**config.mk**
```make
export PLATFORM = sky130hd
export DESIGN_NAME = vtdi_scan_ctrl
export DESIGN_NICKNAME = d
export VERILOG_FILES = /design/src/sv/vtdi_pkg.sv /design/src/sv/vtdi_scan_ctrl.sv
export SDC_FILE = /design/constraint.sdc
export NUM_CORES = 1
export LEC_CHECK = 0
export ABC_CLOCK_PERIOD_IN_PS = 6750
export BUFFER_PORTS_ARGS = -buffer_cell sky130_fd_sc_hd__clkbuf_2
export CORE_ASPECT_RATIO = 1.5
export CORE_MARGIN = 2
export CORE_UTILIZATION = 52
export DETAILED_ROUTE_END_ITERATION = 12
export HOLD_SLACK_MARGIN = 0.08
export PLACE_DENSITY_LB_ADDON = 0.1
export SLEW_MARGIN = 40
export SYNTH_ARGS = -nofsm -noshare
export SYNTH_HDL_FRONTEND = slang
export SYNTH_SLANG_ARGS = --single-unit
```
**constraint.sdc**
```tcl
create_clock -name clk -period 6.75 [get_ports clk]
set_input_delay 1.35 -clock clk [delete_from_list [all_inputs] [get_ports clk]]
set_output_delay 1.35 -clock clk [all_outputs]
set_load 0.01 [all_outputs]
```
**src/sv/vtdi_pkg.sv**
```systemverilog
// vtdi_pkg: shared constants, types and helpers of the vertex triple dedup indexer
// used by vtdi_scan_ctrl and vertex_triple_dedup_indexer_top; no dependencies
package vtdi_pkg;

	localparam int unsigned MAX_UNIQUE    = 1024;
	localparam int unsigned INDEX_BITS    = 20;
	localparam int unsigned IN_FIELD_BITS = 20;
	localparam int unsigned VIDX_BITS     = 10;
	localparam int unsigned ADDR_BITS     = (MAX_UNIQUE > 1) ? $clog2(MAX_UNIQUE) : 1;
	localparam int unsigned COUNT_BITS    = $clog2(MAX_UNIQUE + 1);
	localparam int unsigned ENTRY_BITS    = 3 * INDEX_BITS;

	localparam int unsigned S_TDATA_BITS  = ((3 * IN_FIELD_BITS + 7) / 8) * 8;
	localparam int unsigned S_TUSER_BITS  = 1;
	localparam int unsigned M_TDATA_BITS  = ((VIDX_BITS + 7) / 8) * 8;
	localparam int unsigned M_TUSER_BITS  = 2;

	typedef enum logic {
		OP_LOOKUP = 1'b0,
		OP_CLEAR  = 1'b1
	} op_t;

	typedef enum logic [1:0] {
		ST_IDLE,
		ST_SCAN,
		ST_MISS,
		ST_RESULT
	} state_t;

	typedef struct packed {
		logic                  rd_en;
		logic [ADDR_BITS-1:0]  rd_addr;
		logic                  wr_en;
		logic [ADDR_BITS-1:0]  wr_addr;
		logic [ENTRY_BITS-1:0] wr_data;
	} mem_req_t;

	typedef struct packed {
		logic                 valid;
		logic [ADDR_BITS-1:0] idx;
		logic                 is_new;
		logic                 overflow;
	} res_t;

	// keep the low INDEX_BITS bits of an input index field
	function automatic logic [INDEX_BITS-1:0] to_index(input logic [IN_FIELD_BITS-1:0] f);
		logic [IN_FIELD_BITS+INDEX_BITS-1:0] ext;
		ext = {{INDEX_BITS{1'b0}}, f};
		return ext[INDEX_BITS-1:0];
	endfunction

	// low VIDX_BITS bits of a table address
	function automatic logic [VIDX_BITS-1:0] to_vidx(input logic [ADDR_BITS-1:0] a);
		logic [ADDR_BITS+VIDX_BITS-1:0] ext;
		ext = {{VIDX_BITS{1'b0}}, a};
		return ext[VIDX_BITS-1:0];
	endfunction

endpackage

```
**src/sv/vtdi_scan_ctrl.sv**
```systemverilog
// vtdi_scan_ctrl: entry count, scan sequencer and insert logic around the triple table
// depends on vtdi_pkg; drives vtdi_table_ram through a mem_req_t bundle
module vtdi_scan_ctrl (
	input  logic                           clk,
	input  logic                           arst_n,
	input  logic                           in_valid,
	output logic                           in_ready,
	input  vtdi_pkg::op_t                  in_op,
	input  logic [vtdi_pkg::ENTRY_BITS-1:0] in_key,
	output vtdi_pkg::mem_req_t             mem_req,
	input  logic [vtdi_pkg::ENTRY_BITS-1:0] rd_data,
	output vtdi_pkg::res_t                 res,
	input  logic                           res_take
);

	vtdi_pkg::state_t state_q, state_d;

	logic [vtdi_pkg::COUNT_BITS-1:0] count_q;
	logic [vtdi_pkg::COUNT_BITS-1:0] ptr_q;
	logic [vtdi_pkg::ENTRY_BITS-1:0] key_q;
	logic                            rvalid_s1;
	logic [vtdi_pkg::ADDR_BITS-1:0]  raddr_s1;
	logic [vtdi_pkg::ADDR_BITS-1:0]  res_idx_q;
	logic                            res_new_q;
	logic                            res_ovf_q;

	logic accept, hit, last, full, issue;

	assign accept = in_valid && in_ready;
	assign hit    = rvalid_s1 && (rd_data == key_q);
	assign last   = rvalid_s1 && (vtdi_pkg::COUNT_BITS'(raddr_s1) + 1'b1 == count_q);
	assign full   = (count_q == vtdi_pkg::COUNT_BITS'(vtdi_pkg::MAX_UNIQUE));

	always_ff @(posedge clk or negedge arst_n) begin
		if (!arst_n) begin
			state_q <= vtdi_pkg::ST_IDLE;
		end else begin
			state_q <= state_d;
		end
	end

	always_comb begin
		state_d          = state_q;
		in_ready         = 1'b0;
		issue            = 1'b0;
		mem_req.rd_en    = 1'b0;
		mem_req.rd_addr  = ptr_q[vtdi_pkg::ADDR_BITS-1:0];
		mem_req.wr_en    = 1'b0;
		mem_req.wr_addr  = count_q[vtdi_pkg::ADDR_BITS-1:0];
		mem_req.wr_data  = key_q;
		res.valid        = 1'b0;
		res.idx          = res_idx_q;
		res.is_new       = res_new_q;
		res.overflow     = res_ovf_q;
		unique case (state_q)
			vtdi_pkg::ST_IDLE: begin
				in_ready = 1'b1;
				if (in_valid) begin
					if (in_op == vtdi_pkg::OP_CLEAR) begin
						state_d = vtdi_pkg::ST_RESULT;
					end else if (count_q == '0) begin
						state_d = vtdi_pkg::ST_MISS;
					end else begin
						state_d = vtdi_pkg::ST_SCAN;
					end
				end
			end
			vtdi_pkg::ST_SCAN: begin
				if (hit) begin
					state_d = vtdi_pkg::ST_RESULT;
				end else if (last) begin
					state_d = vtdi_pkg::ST_MISS;
				end else if (ptr_q < count_q) begin
					issue         = 1'b1;
					mem_req.rd_en = 1'b1;
				end
			end
			vtdi_pkg::ST_MISS: begin
				mem_req.wr_en = !full;
				state_d       = vtdi_pkg::ST_RESULT;
			end
			vtdi_pkg::ST_RESULT: begin
				res.valid = 1'b1;
				if (res_take) begin
					state_d = vtdi_pkg::ST_IDLE;
				end
			end
			default: state_d = vtdi_pkg::ST_IDLE;
		endcase
	end

	always_ff @(posedge clk or negedge arst_n) begin
		if (!arst_n) begin
			count_q   <= '0;
			rvalid_s1 <= 1'b0;
		end else begin
			rvalid_s1 <= issue;
			if (accept && in_op == vtdi_pkg::OP_CLEAR) begin
				count_q <= '0;
			end else if (mem_req.wr_en) begin
				count_q <= count_q + 1'b1;
			end
		end
	end

	// payload registers
	always_ff @(posedge clk) begin
		raddr_s1 <= ptr_q[vtdi_pkg::ADDR_BITS-1:0];
		if (accept) begin
			key_q     <= in_key;
			ptr_q     <= '0;
			res_idx_q <= '0;
			res_new_q <= 1'b0;
			res_ovf_q <= 1'b0;
		end else if (issue) begin
			ptr_q <= ptr_q + 1'b1;
		end
		if (state_q == vtdi_pkg::ST_SCAN && hit) begin
			res_idx_q <= raddr_s1;
		end
		if (state_q == vtdi_pkg::ST_MISS) begin
			res_idx_q <= full ? '0 : count_q[vtdi_pkg::ADDR_BITS-1:0];
			res_new_q <= !full;
			res_ovf_q <= full;
		end
	end

	a_no_rw_overlap: assert property (@(posedge clk) disable iff (!arst_n)
		!(mem_req.rd_en && mem_req.wr_en))
		else $error("table read and write in the same cycle");

	a_count_bound: assert property (@(posedge clk) disable iff (!arst_n)
		count_q <= vtdi_pkg::COUNT_BITS'(vtdi_pkg::MAX_UNIQUE))
		else $error("entry count above table depth");

	a_read_valid_entry: assert property (@(posedge clk) disable iff (!arst_n)
		mem_req.rd_en |-> (ptr_q < count_q))
		else $error("read of an entry beyond the count");

	a_write_grows_count: assert property (@(posedge clk) disable iff (!arst_n)
		mem_req.wr_en |=> (count_q == $past(count_q) + 1'b1))
		else $error("insert did not advance the count");

	a_new_excl_ovf: assert property (@(posedge clk) disable iff (!arst_n)
		res.valid |-> !(res.is_new && res.overflow))
		else $error("result both new and overflow");

endmodule

```
==> impl_metrics.tcl <==
set metrics [dict create \
    overflow 0 \
    synth_edf_count 72 \
    critPathLaunchType "primary input" \
    grt_pass1_vias 4315 \
    grt_use_total_pct 25.63 \
    critPathTopFamily "simple AND/OR/NAND/NOR gates" \
    viasPerCell 5.550 \
    avgSynthCellArea_sq_um 11.44 \
    arrival_ps 3140 \
    ys.flop_type "edfxtp_1" \
    fill_cells 823 \
    numCtsBuffers 9 \
    port_buffers 220 \
    die_area_sq_um 11070 \
    syn_area_sq_um 5319 \
    die_w_microns 86.58 \
    synth_top_area_cell "edfxtp_1" \
    max_freq_ghz 0.2228 \
    drive_gt1_share_pct 36.76 \
    vias 4379 \
    cts-root-buf "clkbuf_16" \
    p_per_area_nw_per_um2 344.2 \
    fin_setup_tns_ps 0 \
    post-route-min-period_ps 4489 \
    drv_slew 0 \
    synthCells 465 \
    cts_tree "done" \
    maxCapViolCount 0 \
    dp.final_hpwl_mm 11.48 \
    post_cts_buffers 0 \
    grt_pass1_wl_mm 21.45 \
    drc 0 \
    setup_violations 0 \
    path_clk_slew_ps 70 \
    rows 45 \
    path_buf_inv 2 \
    hold_viol_final 0 \
    yosysSeqAreaShare_pct 55.14 \
    p_leak_uw 0.002937 \
    clock-sinks 107 \
    crit_slowest_cell "nor4_1" \
    critPathMaxStageDelay_ps 430 \
    syn2layout_area_growth_pct 25.10 \
    initial_core_util_pct 53.07 \
    worst_pin_slew_ps 765.6 \
    grt_max_degree 64 \
    clkLatencyLatePin_ps 340 \
    postLayoutCoreUtil_pct 66.39 \
    fin_cells 789 \
    ys_top_cells_by_area "edfxtp_1 41%, xnor2_1 9.9%, dfxtp_1 7.9%" \
    synth_cell_types 57 \
    wl_mm 14.31 \
    n_antenna_cell 0 \
    num_io_pins 221 \
    end_kind "primary output" \
    yosysMostFrequentCell "edfxtp_1" \
    drt_first_pass_iters 5 \
    hold_path_class "register to register" \
    dpl.cell_count 772 \
    synthesis.nets 608 \
    die_h_microns 127.9 \
    ant_nets 0 \
    antenna_found_initial 2 \
    required_ps 5400 \
    fin_nets 810 \
    critPathMaxFanout 13 \
    clock_skew_ps 5.192 \
    post_cts_resized 0 \
    critPathKind "primary input to primary output" \
    rsz0062_at_grt "no" \
    coreArea_sq_um 10020 \
    clk_path_buf_depth 2 \
    ys_warn_count 0 \
    relSlewSlack_pct 48.96 \
    htreeDepth 3 \
    gp_congestion 0.9365 \
    vdd_drop_max_uv 224.9 \
    crit_chain "clkbuf_2, xnor2_1, nand4_1, nor4_1, nand4_1, o221ai_2, nor2_2, clkbuf_2" \
    async_flop_share_pct 13.08 \
    ctsHoldBuffers 0 \
    min_period_over_period_pct 66.50 \
    status "finished clean" \
    synth_top_area_share_pct 40.65 \
    synth_seq_cells 107 \
    holdWs_ps 432.2 \
    synthTopCellsByCount "72 x edfxtp_1, 60 x xnor2_1, 35 x inv_1" \
    drt_iter0_markers 259 \
    wl_per_cell_microns 18.14 \
]
[state kept, by name, indices dropped and copies added (netlist names)]
name,flops
res_ovf_q,1
ptr_q,11
rvalid_s1,1
state_q,2
count_q,11
res_new_q,1
raddr_s1,10
res_idx_q,10
key_q,60
[cell type report]
cell class                 count  area (sq um)  share of cell area, %
sequential                   107          2933                  44.08
clock buffer                  12         236.5                  3.554
inverter                      37         138.9                  2.087
tap                          117         146.4                  2.200
clock inverter                 4         51.30                 0.7710
timing repair buffer         222          1114                  16.74
multi-input combinational    290          2034                  30.58
[cells in the final DEF, fill, tap and decap left out, types with 13 or more instances in the layout]
cell      count
clkbuf_2    220
ha_1         18
nand2_1      23
edfxtp_1     72
inv_1        35
nor2_1       24
nand4_1      25
nand3_1      13
dfxtp_1      21
o21ai_0      15
xnor2_1      60
dfrtp_1      14
[logic make-up after synthesis]
| family | count (synthesis) | share of synthesized area, % |
|---|---|---|
| and+or+nand+nor | 132 | 13.15 |
| xor gates and xnor gates | 70 | 11.53 |
| buffers and inverters | 68 | 6.610 |
| adders and majority gates | 18 | 4.234 |
| AOI/OAI and AO/OA | 65 | 8.375 |
| muxes | 5 | 0.9645 |
| DFF | 107 | 55.14 |
[per-layer routing]
layer | vias up | wire (microns) | track usage (%)
met5 | - | 14 | 0
met4 | 2 | 517 | 13.24
met3 | 47 | 1028 | 5.924
met2 | 202 | 7624 | 46.20
met1 | 2065 | 5128 | 27.33
li1 | 2063 | - | -
[worst register-to-register path, cell delays in order, from the launching register on]
cell	delay (ps)
dfxtp_1	550
ha_1	450
xnor2_1	110
a32oi_1	220
o211ai_1	120
nand4_1	200
o221ai_2	200
nor2_2	430
a31oi_1	170
a41o_2	260
[worst paths after layout]
| path | startpoint | end | slack, ps | cells past startpoint |
|---|---|---|---|---|
| min in group asynchronous | arst_n | count_q[7]$_DFFE_PN0P_ | 930 | 1 |
| max in group asynchronous | arst_n | state_q[0]$_DFFE_PN0P_ | 5510 | 1 |
| min reg2reg | ptr_q[8]$_SDFFE_PP0P_ | raddr_s1[8]$_DFF_P_ | 430 | 0 |
| min | ptr_q[8]$_SDFFE_PP0P_ | raddr_s1[8]$_DFF_P_ | 430 | 0 |
| max reg2reg | raddr_s1[0]$_DFF_P_ | ptr_q[9]$_SDFFE_PP0P_ | 3950 | 9 |
| max | rd_data[30] | mem_req[81] | 2260 | 8 |
[power breakdown]
group	switching, uW	total [uW]	leakage [uW]	internal, uW
Clock	222	511	0.000137	289
Combinational	462	764	0.00177	301
Sequential	134	1020	0.00103	881
[through the flow]
step / total power, uW / instance area (sq um) / setup slack, ps
after global routing: 2424 / 6654 / 2015
after global placement: 1769 / 6361 / 2154
after CTS: 2306 / 6649 / 2178
after floorplan: 1533 / 5319 / 2778
after detailed placement: 1791 / 6361 / 2183
final: 2291 / 6654 / 2261
(Power assumes the default switching activity.)
